[config.mk]
export PLATFORM = sky130hd
export DESIGN_NAME = anagram_check_by_histogram
export DESIGN_NICKNAME = d
export VERILOG_FILES = /design/src/rtl/anag_pkg.sv /design/src/rtl/anagram_check_by_histogram.sv /design/src/rtl/anag_count_mem.sv
export SDC_FILE = /design/constraint.sdc
export NUM_CORES = 1
export LEC_CHECK = 0
export BUFFER_PORTS_ARGS = -buffer_cell sky130_fd_sc_hd__buf_2
export CAP_MARGIN = 40
export CORE_MARGIN = 5
export CORE_UTILIZATION = 35
export DETAILED_ROUTE_END_ITERATION = 12
export HOLD_SLACK_MARGIN = 0.02
export SYNTH_ARGS = -nofsm -noshare
export SYNTH_HDL_FRONTEND = slang
export SYNTH_HIERARCHICAL = 1
export SYNTH_SLANG_ARGS = --single-unit
[constraint.sdc]
create_clock -name clk -period 10.05 [get_ports clk]
set_input_delay 0.5025 -clock clk [delete_from_list [all_inputs] [get_ports clk]]
set_output_delay 0.5025 -clock clk [all_outputs]
set_load 0.02 [all_outputs]
[src/rtl/anag_pkg.sv]
package anag_pkg;

    localparam int ALPHABET_SIZE_DEF = 96;
    localparam int MAX_LEN_DEF       = 1024;
    localparam int CHAR_BASE         = 32;

    typedef enum logic [1:0] {
        CMD_FIRST  = 2'd0,
        CMD_SECOND = 2'd1,
        CMD_END    = 2'd2,
        CMD_NOP    = 2'd3
    } cmd_e;

    typedef enum logic [1:0] {
        STAT_ANAGRAM = 2'd0,
        STAT_LETTER  = 2'd1,
        STAT_LENGTH  = 2'd2,
        STAT_BAD     = 2'd3
    } status_e;

    // write side control of the count memory
    typedef struct packed {
        logic wr;
        logic clr;
    } mem_op_t;

endpackage

[src/rtl/anagram_check_by_histogram.sv]
// channel   signals                         fields
// item      item_valid / item_stall         cmd[1:0], ch[7:0]
// verdict   verdict_valid / verdict_stall   is_anagram, status[1:0]
//
// one item per cycle unless item_stall; an item reads its count at acceptance and
// writes it back in the next cycle from the count memory's single write port, with
// forwarding of the last write or clear. a verdict registers when its end item commits.
// reset clears the valid bits of the count memory at once, so no clearing pass.
// item_stall rises only while an end item waits for a held verdict register.
module anagram_check_by_histogram
    import anag_pkg::*;
#(
    parameter int ALPHABET_SIZE = ALPHABET_SIZE_DEF,
    parameter int MAX_LEN       = MAX_LEN_DEF
)
(
    input  logic       clk,
    input  logic       rst_n,
    input  logic       item_valid,
    output logic       item_stall,
    input  logic [1:0] cmd,
    input  logic [7:0] ch,
    output logic       verdict_valid,
    input  logic       verdict_stall,
    output logic       is_anagram,
    output logic [1:0] status
);

    localparam int SLOT_W = $clog2(ALPHABET_SIZE);
    localparam int LEN_W  = $clog2(MAX_LEN + 1);
    localparam logic [LEN_W-1:0] LEN_MAX = LEN_W'(MAX_LEN);

    // stage 0: decode
    logic [8:0]        ch_off;
    logic              ch_good;
    logic [SLOT_W-1:0] slot;
    logic              accept;
    logic              rd_en;

    // stage 1 registers
    logic              s1_valid_reg, s1_valid_next;
    cmd_e              s1_cmd_reg;
    logic              s1_good_reg;
    logic [SLOT_W-1:0] s1_slot_reg;
    logic              s1_go;
    logic              commit;

    logic [LEN_W-1:0]  first_len_reg, first_len_next;
    logic [LEN_W-1:0]  second_len_reg, second_len_next;
    logic              mismatch_reg, mismatch_next;
    logic              bad_reg, bad_next;

    // last write to the count memory, for forwarding
    logic              wb_wr_reg, wb_wr_next;
    logic              wb_clr_reg, wb_clr_next;
    logic [SLOT_W-1:0] wb_slot_reg;
    logic [LEN_W-1:0]  wb_data_reg;

    logic              out_valid_reg, out_valid_next;
    logic              is_anagram_reg, is_anagram_next;
    logic [1:0]        status_reg, status_next;

    logic [LEN_W-1:0]  rd_data;
    logic [LEN_W-1:0]  cur;
    mem_op_t           op;
    logic [LEN_W-1:0]  wr_data;
    status_e           verdict;

    assign ch_off  = {1'b0, ch} - 9'(CHAR_BASE);
    assign ch_good = (ch >= 8'(CHAR_BASE)) && (ch_off < 9'(ALPHABET_SIZE));
    assign slot    = ch_off[SLOT_W-1:0];

    assign s1_go      = !(s1_cmd_reg == CMD_END && out_valid_reg && verdict_stall);
    assign item_stall = s1_valid_reg && !s1_go;
    assign accept     = item_valid && !item_stall;
    assign commit     = s1_valid_reg && s1_go;
    assign rd_en      = accept && ch_good
                        && (cmd == 2'(CMD_FIRST) || cmd == 2'(CMD_SECOND));

    anag_count_mem #(
        .DEPTH  (ALPHABET_SIZE),
        .DATA_W (LEN_W)
    ) u_mem (
        .clk     (clk),
        .rst_n   (rst_n),
        .rd_en   (rd_en),
        .rd_addr (slot),
        .rd_data (rd_data),
        .op      (op),
        .wr_addr (s1_slot_reg),
        .wr_data (wr_data)
    );

    always_comb
    begin
        if (wb_clr_reg)
        begin
            cur = '0;
        end
        else if (wb_wr_reg && wb_slot_reg == s1_slot_reg)
        begin
            cur = wb_data_reg;
        end
        else
        begin
            cur = rd_data;
        end
    end

    always_comb
    begin
        if (bad_reg)
        begin
            verdict = STAT_BAD;
        end
        else if (first_len_reg != second_len_reg)
        begin
            verdict = STAT_LENGTH;
        end
        else if (mismatch_reg)
        begin
            verdict = STAT_LETTER;
        end
        else
        begin
            verdict = STAT_ANAGRAM;
        end
    end

    always_comb
    begin
        s1_valid_next   = accept ? 1'b1 : (s1_valid_reg && !s1_go);
        first_len_next  = first_len_reg;
        second_len_next = second_len_reg;
        mismatch_next   = mismatch_reg;
        bad_next        = bad_reg;
        op              = '0;
        wr_data         = cur;
        is_anagram_next = is_anagram_reg;
        status_next     = status_reg;
        out_valid_next  = out_valid_reg && verdict_stall;
        if (commit)
        begin
            case (s1_cmd_reg)
                CMD_FIRST:
                begin
                    if (!s1_good_reg || first_len_reg >= LEN_MAX)
                    begin
                        bad_next = 1'b1;
                    end
                    else
                    begin
                        first_len_next = first_len_reg + 1'b1;
                        op.wr          = 1'b1;
                        wr_data        = cur + 1'b1;
                    end
                end
                CMD_SECOND:
                begin
                    if (!s1_good_reg || second_len_reg >= LEN_MAX)
                    begin
                        bad_next = 1'b1;
                    end
                    else
                    begin
                        second_len_next = second_len_reg + 1'b1;
                        if (cur == '0)
                        begin
                            mismatch_next = 1'b1;
                        end
                        else
                        begin
                            op.wr   = 1'b1;
                            wr_data = cur - 1'b1;
                        end
                    end
                end
                CMD_END:
                begin
                    out_valid_next  = 1'b1;
                    status_next     = verdict;
                    is_anagram_next = (verdict == STAT_ANAGRAM);
                    first_len_next  = '0;
                    second_len_next = '0;
                    mismatch_next   = 1'b0;
                    bad_next        = 1'b0;
                    op.clr          = 1'b1;
                end
                default:
                begin
                    op = '0;
                end
            endcase
        end
        wb_wr_next  = op.wr ? 1'b1 : (op.clr ? 1'b0 : wb_wr_reg);
        wb_clr_next = op.clr ? 1'b1 : (op.wr ? 1'b0 : wb_clr_reg);
    end

    always_ff @(posedge clk or negedge rst_n)
    begin
        if (!rst_n)
        begin
            s1_valid_reg   <= 1'b0;
            first_len_reg  <= '0;
            second_len_reg <= '0;
            mismatch_reg   <= 1'b0;
            bad_reg        <= 1'b0;
            wb_wr_reg      <= 1'b0;
            wb_clr_reg     <= 1'b0;
            out_valid_reg  <= 1'b0;
        end
        else
        begin
            s1_valid_reg   <= s1_valid_next;
            first_len_reg  <= first_len_next;
            second_len_reg <= second_len_next;
            mismatch_reg   <= mismatch_next;
            bad_reg        <= bad_next;
            wb_wr_reg      <= wb_wr_next;
            wb_clr_reg     <= wb_clr_next;
            out_valid_reg  <= out_valid_next;
        end
    end

    always_ff @(posedge clk)
    begin
        if (accept)
        begin
            s1_cmd_reg  <= cmd_e'(cmd);
            s1_good_reg <= ch_good;
            s1_slot_reg <= slot;
        end
        if (op.wr)
        begin
            wb_slot_reg <= s1_slot_reg;
            wb_data_reg <= wr_data;
        end
        is_anagram_reg <= is_anagram_next;
        status_reg     <= status_next;
    end

    assign verdict_valid = out_valid_reg;
    assign is_anagram    = is_anagram_reg;
    assign status        = status_reg;

    a_stall_cause: assert property (@(posedge clk) disable iff (!rst_n)
        item_stall |-> (verdict_valid && verdict_stall && s1_cmd_reg == CMD_END))
        else $error("item stall without a held verdict");

    a_end_clears: assert property (@(posedge clk) disable iff (!rst_n)
        (commit && s1_cmd_reg == CMD_END) |=>
        (verdict_valid && first_len_reg == '0 && second_len_reg == '0
         && !bad_reg && !mismatch_reg && wb_clr_reg))
        else $error("end transaction did not clear state");

    a_len_bound: assert property (@(posedge clk) disable iff (!rst_n)
        (first_len_reg <= LEN_MAX) && (second_len_reg <= LEN_MAX))
        else $error("string length beyond limit");

    a_wb_exclusive: assert property (@(posedge clk) disable iff (!rst_n)
        !(wb_wr_reg && wb_clr_reg))
        else $error("forwarding holds both a write and a clear");

    a_verdict_hold: assert property (@(posedge clk) disable iff (!rst_n)
        (verdict_valid && verdict_stall) |=> (verdict_valid && $stable(status)))
        else $error("held verdict changed");

endmodule

[src/rtl/anag_count_mem.sv]
module anag_count_mem
    import anag_pkg::*;
#(
    parameter int DEPTH  = ALPHABET_SIZE_DEF,
    parameter int DATA_W = $clog2(MAX_LEN_DEF + 1)
)
(
    input  logic                     clk,
    input  logic                     rst_n,
    input  logic                     rd_en,
    input  logic [$clog2(DEPTH)-1:0] rd_addr,
    output logic [DATA_W-1:0]        rd_data,
    input  mem_op_t                  op,
    input  logic [$clog2(DEPTH)-1:0] wr_addr,
    input  logic [DATA_W-1:0]        wr_data
);

    logic [DATA_W-1:0] mem [DEPTH];
    logic [DEPTH-1:0]  vld_reg;
    logic [DATA_W-1:0] rd_data_reg;
    logic              rd_live_reg;

    always_ff @(posedge clk)
    begin
        if (op.wr)
        begin
            mem[wr_addr] <= wr_data;
        end
        if (rd_en)
        begin
            rd_data_reg <= mem[rd_addr];
        end
    end

    // an entry never written since the last clear reads as zero
    always_ff @(posedge clk or negedge rst_n)
    begin
        if (!rst_n)
        begin
            vld_reg     <= '0;
            rd_live_reg <= 1'b0;
        end
        else
        begin
            if (rd_en)
            begin
                rd_live_reg <= vld_reg[rd_addr];
            end
            if (op.clr)
            begin
                vld_reg <= '0;
            end
            else if (op.wr)
            begin
                vld_reg[wr_addr] <= 1'b1;
            end
        end
    end

    assign rd_data = rd_live_reg ? rd_data_reg : '0;

endmodule

After elaboration in Yosys (flattened, before gate mapping)
Memories as Yosys holds them, arrays and structs flattened. A register that Yosys moved wholly into a read port is not among the register bits.
Cells that the tools add are included.

operators by class
  add/sub/neg operators = 5
  bitwise operators = 1
  reduce and logical (&&, ||, !) cells = 30
  multiplexer cells = 42
  $lt $le $gt $ge = 7
  eq/ne operators = 10

operators with widths
  kind                     count
  $mux W96                 2
  $mux W11                 9
  $or A96 B96 Y96          1
  $pmux W11 S2             3
  $add A11 B1 Y11 const B  3
  $ge A11 B11 Y1 const B   2
  $mux W1                  20
  $lt A7 B8 Y1 const B     2
  $logic_and A1 B1 Y1      11
  $logic_not A11 Y1        1
  $ne A11 B11 Y1           1
  $sub A11 B1 Y11 const B  1
  $ne A2 B2 Y1 const B     5
  $lt A9 B7 Y1 const B     1
  $sub A8 B6 Y9 const B    1
  $ge A8 B6 Y1 const B     1
  $reduce_and A4 Y1        2
  $bmux W1 S7              1
  $demux W1 S7             1
  $eq A7 B7 Y1             1
  $ge A7 B1 Y1 const B     1
  $logic_not A2 Y1         3
  $mux W2                  3
  $reduce_and A3 Y1        2
  other kinds (9)          17

storage, ports and cells
  word-level logic and storage cells = 113
  bits in writable memories = 1056
  input port bits = 14
  memories kept = 1
  flip-flop bits (word level) = 156
  output and inout port bits = 5

memories
  memory     words  bits a word  rd ports  clocked after memory_dff  write ports  RTL line              source
  u_mem.mem  96     11           1         1                         1            anag_count_mem.sv:18  logic [DATA_W-1:0] mem [DEPTH];

Depth between registers and ports, before layout
Gate-level depths: netlist of the first run.

  depth in word-level cells = 11
  gate-level depth with buffers = 19

By module
The synthesis of the first run kept the hierarchy.

by module, submodules not included
  module                      cells each  area each (µm²)  sequential area each (µm²)  times used
  anag_count_mem              2044        45038.2          34468.1                     1
  anagram_check_by_histogram  413         3872.5           1631.6                      1

Least setup slack after synthesis of the first run
No wires, ideal clock.

  path type = flip-flop to flip-flop
  start = reg s1_slot_reg[3]
  end = mem u_mem/mem[0][0] (netlist name) (data pin)
  arrival time = 6.209 ns
  cell stages (with the launch flop) = 14
  buffers on the path = 2
  slack = 2.884 ns
  path through = edfxtp_1 > xnor2_1 > and4_1 > buf_2 > and2_4 > buf_6 > mux2i_1 > nor2_1 > inv_1 > ha_1 > o311ai_2 > o21ai_0 > mux2i_1 > o21ai_0

between the ends
  longest elaborated chain between the ends = 9
  elaborated cells between the ends (all ways) = 12

RTL lines
  element                                                      RTL line                                                              source
  start, declared                                              anagram_check_by_histogram.sv:44                                      logic [SLOT_W-1:0] s1_slot_reg;
  start signal, assigned                                       anagram_check_by_histogram.sv:231                                     s1_slot_reg <= slot;
  $eq A7 B7 Y1 (*)                                             anagram_check_by_histogram.sv:100                                     else if (wb_wr_reg && wb_slot_reg == s1_slot_reg)
  $logic_and A1 B1 Y1 (*)                                      anagram_check_by_histogram.sv:100
  $mux W11 (*)                                                 anagram_check_by_histogram.sv:100
  $mux W11 (*)                                                 anagram_check_by_histogram.sv:96                                      if (wb_clr_reg)
  $sub A11 B1 Y11 / $logic_not A11 Y1 (equally long branches)  anagram_check_by_histogram.sv:174, anagram_check_by_histogram.sv:167
  $mux W11                                                     anagram_check_by_histogram.sv:167                                     if (cur == '0)
  $mux W11                                                     anagram_check_by_histogram.sv:160                                     if (!s1_good_reg || second_len_reg >= LEN_MAX)
  $pmux W11 S2                                                 anagram_check_by_histogram.sv:144                                     case (s1_cmd_reg)
  $mux W11 (*)                                                 anagram_check_by_histogram.sv:142                                     if (commit)
  via wr_data[0]                                               anagram_check_by_histogram.sv:66                                      logic [LEN_W-1:0] wr_data;
  end, declared                                                anag_count_mem.sv:18

The timed path passes the listed nets; every way through them passes the cells marked *.

Worst setup path in the final report of the first run
  start = reg s1_slot_reg[0]
  end = mem u_mem/mem[20][6] (netlist name), enable pin

between the ends
  longest elaborated chain between the ends = 11

RTL lines
  element                        RTL line                           source
  $eq A7 B7 Y1                   anagram_check_by_histogram.sv:100
  $logic_and A1 B1 Y1            anagram_check_by_histogram.sv:100
  $mux W11                       anagram_check_by_histogram.sv:100
  $mux W11                       anagram_check_by_histogram.sv:96
  $logic_not A11 Y1              anagram_check_by_histogram.sv:167
  $mux W1                        anagram_check_by_histogram.sv:167
  $mux W1                        anagram_check_by_histogram.sv:160
  $pmux W1 S2                    anagram_check_by_histogram.sv:144
  $mux W2                        anagram_check_by_histogram.sv:142
  $mux W1                        anag_count_mem.sv:25               if (op.wr)
  $mux W1 (implied by the code)  anag_count_mem.sv:27               mem[wr_addr] <= wr_data;

Parallel ways exist; a longest one is shown, timed or not.

==> impl_metrics.env, run 1 <==
export IMPL_layout_setup_ws_ps=4950
export IMPL_num_antenna_cells=0
export IMPL_skew_ps=37.2
export IMPL_ys_ff_latch=1223
export IMPL_synthTopCellsByArea="edfxtp_1 (67%), mux4_2 (16%), dfrtp_1 (6.4%)"
export IMPL_worstHoldStart="ch[7]"
export IMPL_max_slew_margin_pct=28.4
export IMPL_syn_area_per_cell_um2=19.9
export IMPL_fin_nets=2638
export IMPL_max_freq_mhz=196
export IMPL_vias=25000
export IMPL_worstSetupStartpoint="s1_slot_reg[0]"
export IMPL_cp_arrival_ps=5500
export IMPL_pre_cts_slack_ps=5020
export IMPL_seq_power_share_pct=52.3
export IMPL_dp_hpwl_mm=75.6
export IMPL_dp_cells=4361
export IMPL_p_int_w=0.00848
export IMPL_die_x_um=384
export IMPL_power_switching_w=0.00237
export IMPL_setup_violations=0
export IMPL_die_area_um2=147000
export IMPL_clk_path_buf_depth=3
export IMPL_placed_area_um2=52200
export IMPL_hold_viol=0
export IMPL_drtIter0Drc=2647
export IMPL_setup_tns_ps=0
export IMPL_worst_setup_path_start_kind="flop"
export IMPL_core_area_um2=139000
export IMPL_synth_top_area_share_pct=67.4
export IMPL_register_area_um2=36100
export IMPL_area_growth_synth_to_final_pct=14.9
export IMPL_numCtsBuffers=119
export IMPL_critPathCaptureType="flop"
export IMPL_clock_sink_count=1223
export IMPL_num_io_pins=19
export IMPL_worstMarginPinSlew_ps=1070
export IMPL_yosys_area_share_xor_xnor_pct=0.501
export IMPL_vdd_ir_drop_max_mv=0.152
export IMPL_grt_max_degree=140
export IMPL_grt_pass1_vias=25100
export IMPL_synth_async_sr_flop_share_pct=10.2
export IMPL_htreeDepth=3
export IMPL_finalCriticalPeriod_ps=5100
export IMPL_largest_register_ffs=1056
export IMPL_netlist_cell_type_count=65
export IMPL_p_leak_nw=18.6
export IMPL_r2r_start="s1_slot_reg[0]"
export IMPL_hold_ws_ps=259
export IMPL_port_buffers=18
export IMPL_globalRoute_totalOverflow=0
export IMPL_slew_violations=0
export IMPL_viasPerCell=5.43
export IMPL_post_cts_resize_count=0
export IMPL_gp_congestion=0.877
export IMPL_fin_cells=4593
export IMPL_powerDensity_nw_per_um2=193
export IMPL_cp_max_fo=27
export IMPL_drv_cap=0
export IMPL_synth_top_family_by_area="multiplexers"
export IMPL_antenna_found_initial=1
export IMPL_synthFlopType="edfxtp_1"
export IMPL_antenna_left=0
export IMPL_syn_inst=2457
export IMPL_root_buffer="clkbuf_16"
export IMPL_yosysWarnings=6
export IMPL_multi_input_area_um2=12200
export IMPL_synthMuxAreaShare_pct=17.2
export IMPL_synth_nets=2483
export IMPL_stdcell_area_um2=56200
export IMPL_critPathKind="flop to flop"
export IMPL_syn_area_um2=48900
export IMPL_cts_setup_buffers=0
export IMPL_combPwrFrac_pct=6.4
export IMPL_yosys_area_share_adder_pct=0.307
export IMPL_yosysMostFrequentCell="edfxtp_1"
export IMPL_drc=0
export IMPL_cts_tree="done"
export IMPL_n_fill_cell=12300
export IMPL_cts_hold_fix_buffers=5
export IMPL_wl_per_cell_um=26.0
export IMPL_min_delay_path_class="input port to flop"
export IMPL_ys_seq_area_share_pct=73.8
export IMPL_worstPathRequired_ps=10450
export IMPL_clk_pin_slew_worst_paths_ps=60
export IMPL_die_h_um=384
export IMPL_p_clk_share_pct=41.3
export IMPL_ys_top_cells_by_count="edfxtp_1 (1,098), mux4_2 (353), nor2_1 (313), dfrtp_1 (125), clkbuf_1 (73)"
export IMPL_rsz0062_at_grt="no"
export IMPL_clk_latency_ps=710
export IMPL_period_share_pct=50.7
export IMPL_layout_drive_gt1_share_pct=27.2
export IMPL_synth_compound_area_share_pct=2.00
export IMPL_grtUsageTotal_pct=16.2
export IMPL_switching_share_pct=21.8
export IMPL_start_util_pct=35.1
export IMPL_synth_simple_area_share_pct=4.64
export IMPL_synth_edff_count=1098
export IMPL_drt_total_wl_mm=120
export IMPL_fp_row_count=137
export IMPL_first_pass_iters=8
export IMPL_status="completed"
export IMPL_synth_top_cell_by_area="edfxtp_1"
export IMPL_grt_pass1_wl_mm=176
-- final timing paths --
check                      cells after the start                 to  slack [ps]
max                                           14   u_mem/mem[20][6]        4950
min                                            4        s1_good_reg         260
max reg2reg                                   14   u_mem/mem[20][6]        4950
min reg2reg                                    2   u_mem/vld_reg[3]         500
max in group asynchronous                      3  u_mem/vld_reg[16]        8290
min in group asynchronous                      2  second_len_reg[6]         430
-- critical path, stage by stage (launching register included) --
cell and delay (ps):
edfxtp_1 540, xnor2_1 220, nand4_1 420, o21ai_0 190, a21oi_1 500, inv_1 100
ha_1 250, o311ai_2 180, o211ai_1 240, a21oi_2 180, buf_4 340, inv_1 140
or2_2 550, nor2_1 600, buf_4 290
-- per-stage QoR --
stage	utilization, %	power [W]
global placement	36.8	0.00645
global route	40.4	0.0112
floorplan	-	0.00622
finish	40.4	0.0109
detailed placement	37.5	0.00648
CTS	40.4	0.0110
-- per-layer routing --
| metal | track usage, % | vias to the layer above | share of wire (%) |
|---|---|---|---|
| li1 | - | 10300 | - |
| met3 | 2.51 | 171 | 6.2 |
| met4 | 4.73 | 0 | 2.8 |
| met2 | 25.9 | 961 | 48 |
| met5 | 0 | - | 0 |
| met1 | 23.0 | 13500 | 43 |
-- power by group through the flow --
stage               Clock, W  Combinational (W)  Sequential (W)
floorplan                  0           0.000432         0.00578
global placement           0           0.000669         0.00578
detailed placement         0           0.000700         0.00578
CTS                  0.00458           0.000703         0.00568
global route         0.00480           0.000743         0.00568
finish               0.00448           0.000693         0.00568
-- cell type report --
type / instances / area share (%)
clock buffer: 150 / 5.60
timing repair buffer: 157 / 2.65
tap: 1876 / 4.18
inverter: 25 / 0.171
sequential: 1223 / 64.2
multi-input combinational: 1086 / 21.7
clock inverter: 76 / 1.46
-- cell usage in the layout (no fill, tap or decap), drive strengths merged, types with 4 or more instances in the layout --
cell / instances
a21o: 4
o22ai: 4
nor4: 4
nor3: 10
and3: 8
nand3b: 6
nand3: 37
o21ba: 10
dlygate4sd3: 5
and2: 19
ha: 12
clkbuf: 150
bufinv: 15
o21ai: 28
nand2: 47
o211ai: 17
a21oi: 27
xor2: 10
mux4: 353
and4: 6
a22oi: 23
mux2i: 32
mux2: 12
or4: 5
nand2b: 7
inv: 29
buf: 152
clkinv: 50
nor2: 313
or2: 10
nor2b: 7
edfxtp: 1098
nand4: 16
xnor2: 18
clkinvlp: 7
dfrtp: 125
or3: 8
-- kinds of logic after synthesis --
kind of cell               count (synthesis)
DFF                                     1223
and+or+nand+nor                          509
muxes                                    397
buffers and inverters                    148
AOI/OAI and AO/OA                        140
xor gates and xnor gates                  28
adders and majority gates                 12
Power figures use the tool's default switching activity.
==> run 2: changes to the inputs <==
Clock period 10.05 ns to 4.5 ns, I/O delays scaled along.
==> impl_metrics.env, run 2 (synthesis results as in run 1) <==
export IMPL_status="completed"
export IMPL_wl_per_cell_um=25.4
export IMPL_drv_cap=0
export IMPL_r2r_setup_slack_ps=240
export IMPL_die_area_um2=147000
export IMPL_numCtsBuffers=118
export IMPL_vdd_ir_drop_max_mv=0.340
export IMPL_fin_nets=2668
export IMPL_vias=24900
export IMPL_stdcell_area_um2=56600
export IMPL_antenna_left=0
export IMPL_cp_max_fo=26
export IMPL_layout_common_cells="edfxtp_1 (1,098), mux4_2 (353), nor2_1 (313), buf_4 (137), dfrtp_1 (125)"
export IMPL_num_io_pins=19
export IMPL_worstSetupStartpoint="s1_slot_reg[4]"
export IMPL_critPathCaptureType="flop"
export IMPL_max_slew_margin_pct=37.1
export IMPL_worst_setup_path_start_kind="flop"
export IMPL_first_pass_iters=7
export IMPL_core_area_um2=139000
export IMPL_grt_pass1_wl_mm=173
export IMPL_r2r_cells=15
export IMPL_gp_congestion=0.870
export IMPL_grtUsageTotal_pct=15.8
export IMPL_skew_ps=26.7
export IMPL_slew_violations=0
export IMPL_htreeDepth=3
export IMPL_drtIter0Drc=2347
export IMPL_crit_end="u_mem/mem[74][3]"
export IMPL_hold_viol=0
export IMPL_rr_endpoint="u_mem/mem[74][3]"
export IMPL_clk_path_buf_depth=3
export IMPL_layout_commonest_cell="edfxtp_1"
export IMPL_placed_area_um2=52400
export IMPL_area_growth_synth_to_final_pct=15.7
export IMPL_grt_max_degree=98
export IMPL_fp_row_count=137
export IMPL_setup_violations=0
export IMPL_drt_total_wl_mm=117
export IMPL_antenna_found_initial=5
export IMPL_cp_arrival_ps=4640
export IMPL_clk_latency_ps=710
export IMPL_critPathKind="flop to flop"
export IMPL_die_x_um=384
export IMPL_p_leak_nw=18.8
export IMPL_dp_hpwl_mm=73.4
export IMPL_finish_utilization_pct=40.7
export IMPL_powerDensity_nw_per_um2=437
export IMPL_die_h_um=384
export IMPL_rsz0062_at_grt="no"
export IMPL_max_freq_mhz=235
export IMPL_grt_pass1_vias=25000
export IMPL_clock_sink_count=1223
export IMPL_worstMarginPinSlew_ps=943
export IMPL_worstPathRequired_ps=4880
export IMPL_cts_tree="done"
export IMPL_layout_drive_gt1_share_pct=28.1
export IMPL_globalRoute_totalOverflow=0
export IMPL_r2r_start="s1_slot_reg[4]"
export IMPL_viasPerCell=5.38
export IMPL_finalCriticalPeriod_ps=4260
export IMPL_port_buffers=18
export IMPL_min_delay_path_class="input port to async pin"
export IMPL_root_buffer="clkbuf_16"
export IMPL_clk_pin_slew_worst_paths_ps=60
export IMPL_period_share_pct=94.6
export IMPL_drc=0
export IMPL_largest_register_ffs=1056
export IMPL_start_util_pct=35.1
[run 2: repair_timing]
item,4_1_cts,5_1_grt
hold endpoints to repair,67,0
setup endpoints to repair,0,189
buffers inserted,0,0
hold buffers,10,0
gates resized for setup,0,2
[run 2: cell type report]
cell class / count / area [um^2]
inverter: 25 / 96.3
clock buffer: 138 / 3130
clock inverter: 85 / 1010
tap: 1876 / 2350
multi-input combinational: 1086 / 12200
antenna: 1 / 2.50
sequential: 1223 / 36100
timing repair buffer: 188 / 1720
fill: 12200 / 82600
[run 2: where the power goes]
part / leakage (nW) / switching, W / total (W) / internal (W)
sequential: 11.9 / 0.0000901 / 0.0127 / 0.0126
combinational: 4.91 / 0.00102 / 0.00160 / 0.000584
clock: 2.01 / 0.00422 / 0.0105 / 0.00623
[run 2: critical path, cell delays in order (launching register included)]
cell	delay [ps]
edfxtp_1	510
xnor2_1	260
and4_2	390
and2_4	280
mux2i_1	100
nor2_1	160
inv_1	120
ha_2	230
o311ai_4	120
o211ai_1	240
a21oi_4	280
buf_4	390
nand3_1	210
buf_4	210
nor2_1	160
buf_4	250
[run 2: layer usage]
metal | vias to the layer above | wire, um | global-route usage (%)
met5 | - | 0 | 0
met4 | 0 | 2490 | 3.97
met3 | 148 | 8970 | 3.30
met2 | 966 | 56000 | 25.2
met1 | 13400 | 49800 | 22.2
li1 | 10400 | - | -
[run 2: worst min-delay path by stage]
stage	from	to	slack, ps	cells after the start
5_1_grt	rst_n	second_len_reg[6]	120	2
6_report	rst_n	second_len_reg[6]	80	2
4_1_cts	rst_n	second_len_reg[6]	80	2
2_1_floorplan	rst_n	bad_reg	-70	0
3_3_place_gp	rst_n	second_len_reg[7]	250	1
3_5_place_dp	rst_n	second_len_reg[6]	270	1
[run 2: stage by stage]
step                instances  setup WS [ps]  total power, W  hold slack (ps)  setup TNS (ps)
finish                   4622            242          0.0247             81.0               0
global route             4622           33.1          0.0256              120               0
CTS                      4621            215          0.0250             79.5               0
detailed placement       4388            250          0.0145              270               0
global placement         4386            361          0.0145              253               0
floorplan                2457           -169          0.0139            -70.6          -31760
==> run 3: changes to the inputs <==
Settings changed: REMOVE_ABC_BUFFERS from default to 1.
==> impl_metrics.env, run 3 (synthesis results as in run 1) <==
export IMPL_cts_tree="done"
export IMPL_fp_row_count=137
export IMPL_slew_violations=0
export IMPL_largest_register_ffs=1056
export IMPL_core_area_um2=139000
export IMPL_first_pass_iters=5
export IMPL_numCtsBuffers=130
export IMPL_layout_common_cells="edfxtp_1 (1,098), mux4_2 (353), nor2_1 (313), buf_4 (150), clkbuf_16 (131)"
export IMPL_vdd_ir_drop_max_mv=0.395
export IMPL_fin_nets=2701
export IMPL_finish_utilization_pct=40.8
export IMPL_period_share_pct=90.5
export IMPL_skew_ps=38.8
export IMPL_area_growth_synth_to_final_pct=16.1
export IMPL_dp_hpwl_mm=75.4
export IMPL_status="completed"
export IMPL_globalRoute_totalOverflow=0
export IMPL_clock_sink_count=1223
export IMPL_start_util_pct=35.1
export IMPL_drtIter0Drc=2925
export IMPL_htreeDepth=4
export IMPL_r2r_setup_slack_ps=430
export IMPL_p_leak_nw=18.9
export IMPL_worstMarginPinSlew_ps=857
export IMPL_finalCriticalPeriod_ps=4070
export IMPL_fin_cells=4659
export IMPL_die_h_um=384
export IMPL_critPathKind="flop to flop"
export IMPL_setup_violations=0
export IMPL_hold_viol=0
export IMPL_root_buffer="clkbuf_16"
export IMPL_r2r_cells=15
export IMPL_vias=25000
export IMPL_die_area_um2=147000
export IMPL_layout_setup_ws_ps=427
export IMPL_dp_cells=4410
export IMPL_layout_commonest_cell="edfxtp_1"
export IMPL_clk_pin_slew_worst_paths_ps=60
export IMPL_die_x_um=384
export IMPL_pre_cts_slack_ps=520
export IMPL_r2r_start="s1_slot_reg[6]"
export IMPL_wl_per_cell_um=26.1
export IMPL_drv_cap=0
export IMPL_cp_arrival_ps=4520
export IMPL_hold_ws_ps=97.7
export IMPL_layout_drive_gt1_share_pct=27.9
export IMPL_drt_total_wl_mm=122
export IMPL_cp_max_fo=10
export IMPL_antenna_found_initial=2
export IMPL_viasPerCell=5.37
export IMPL_worst_setup_path_start_kind="flop"
export IMPL_rr_endpoint="u_mem/mem[75][3]"
export IMPL_clk_latency_ps=760
export IMPL_stdcell_area_um2=56800
export IMPL_min_delay_path_class="input port to async pin"
export IMPL_max_freq_mhz=246
export IMPL_worstPathRequired_ps=4940
export IMPL_num_io_pins=19
export IMPL_placed_area_um2=52600
export IMPL_grtUsageTotal_pct=16.5
export IMPL_powerDensity_nw_per_um2=433
export IMPL_drc=0
export IMPL_gp_congestion=0.839
export IMPL_cts_setup_buffers=0
export IMPL_grt_max_degree=100
export IMPL_critPathCaptureType="flop"
export IMPL_antenna_left=0
export IMPL_grt_pass1_wl_mm=179
export IMPL_rsz0062_at_grt="no"
export IMPL_grt_pass1_vias=25200
export IMPL_clk_path_buf_depth=3
export IMPL_port_buffers=18
export IMPL_max_slew_margin_pct=42.8
[run 3: cell types whose count changed in the layout (fill, tap and decap cells not counted), moves of 3 or more]
cell / previous run / this run
clkinv_16: 0 / 4
bufinv_16: 22 / 6
inv_16: 0 / 3
clkinvlp_4: 9 / 5
buf_12: 24 / 31
clkbuf_16: 121 / 131
clkbuf_1: 13 / 40
buf_4: 137 / 150
clkinv_2: 25 / 18
[run 3: critical path, stage by stage, from the launching register on]
cell      delay, ps
edfxtp_1        460
xnor2_1         260
and4_1          270
buf_4           160
nand3_1          80
a21oi_1         240
inv_1            90
ha_1            230
o311ai_2         90
o211ai_1        180
a21oi_2         310
buf_4           200
inv_1            80
or2_2           530
nor2_1          320
buf_4           250
[run 3: repair_timing]
action                    in CTS  in global routing
hold buffers                   9                  0
resized for setup              0                  0
hold endpoints to repair      65                  0
[run 3: layout make-up]
class | count | area, um^2
Antenna cell | 1 | 2.50
Clock buffer | 173 | 3460
Clock inverter | 66 | 651
Fill cell | 12300 | 82400
Inverter | 25 | 96.3
Multi-Input combinational cell | 1086 | 12200
Sequential cell | 1223 | 36100
Tap cell | 1876 | 2350
Timing Repair Buffer | 209 | 1990
[run 3: through the flow]
step                      TNS (ps)  power [W]
after floorplan           -1151210     0.0137
after global placement           0     0.0145
after detailed placement         0     0.0146
after CTS                        0     0.0249
after global routing             0     0.0255
final                            0     0.0246
[run 3: per-layer routing]
layer / global-route usage (%) / share of wire [%] / wire length, um
met1: 23.5 / 43 / 51800
met3: 3.98 / 8.1 / 9860
met2: 25.6 / 47 / 57200
met4: 4.66 / 2.2 / 2630
met5: 0 / 0.011 / 13
[run 3: worst max-delay path by stage]
stage / start / to / slack, ps / cells past startpoint
floorplan: s1_slot_reg[1] / u_mem/mem[0][0] / -2700 / 11
global placement: s1_slot_reg[6] / u_mem/mem[28][2] / 470 / 13
detailed placement: s1_slot_reg[5] / u_mem/mem[51][4] / 520 / 15
CTS: s1_slot_reg[6] / u_mem/mem[51][3] / 500 / 15
global route: s1_slot_reg[6] / u_mem/mem[51][3] / 190 / 15
finish: s1_slot_reg[6] / u_mem/mem[75][3] / 430 / 15
[run 3: power breakdown]
group	switching, W	internal, W	total (W)	leakage [nW]
registers	0.0000817	0.0126	0.0127	11.9
logic	0.00104	0.000614	0.00166	5.05
clock network	0.00444	0.00583	0.0103	1.98
total	0.00556	0.0190	0.0246	18.9
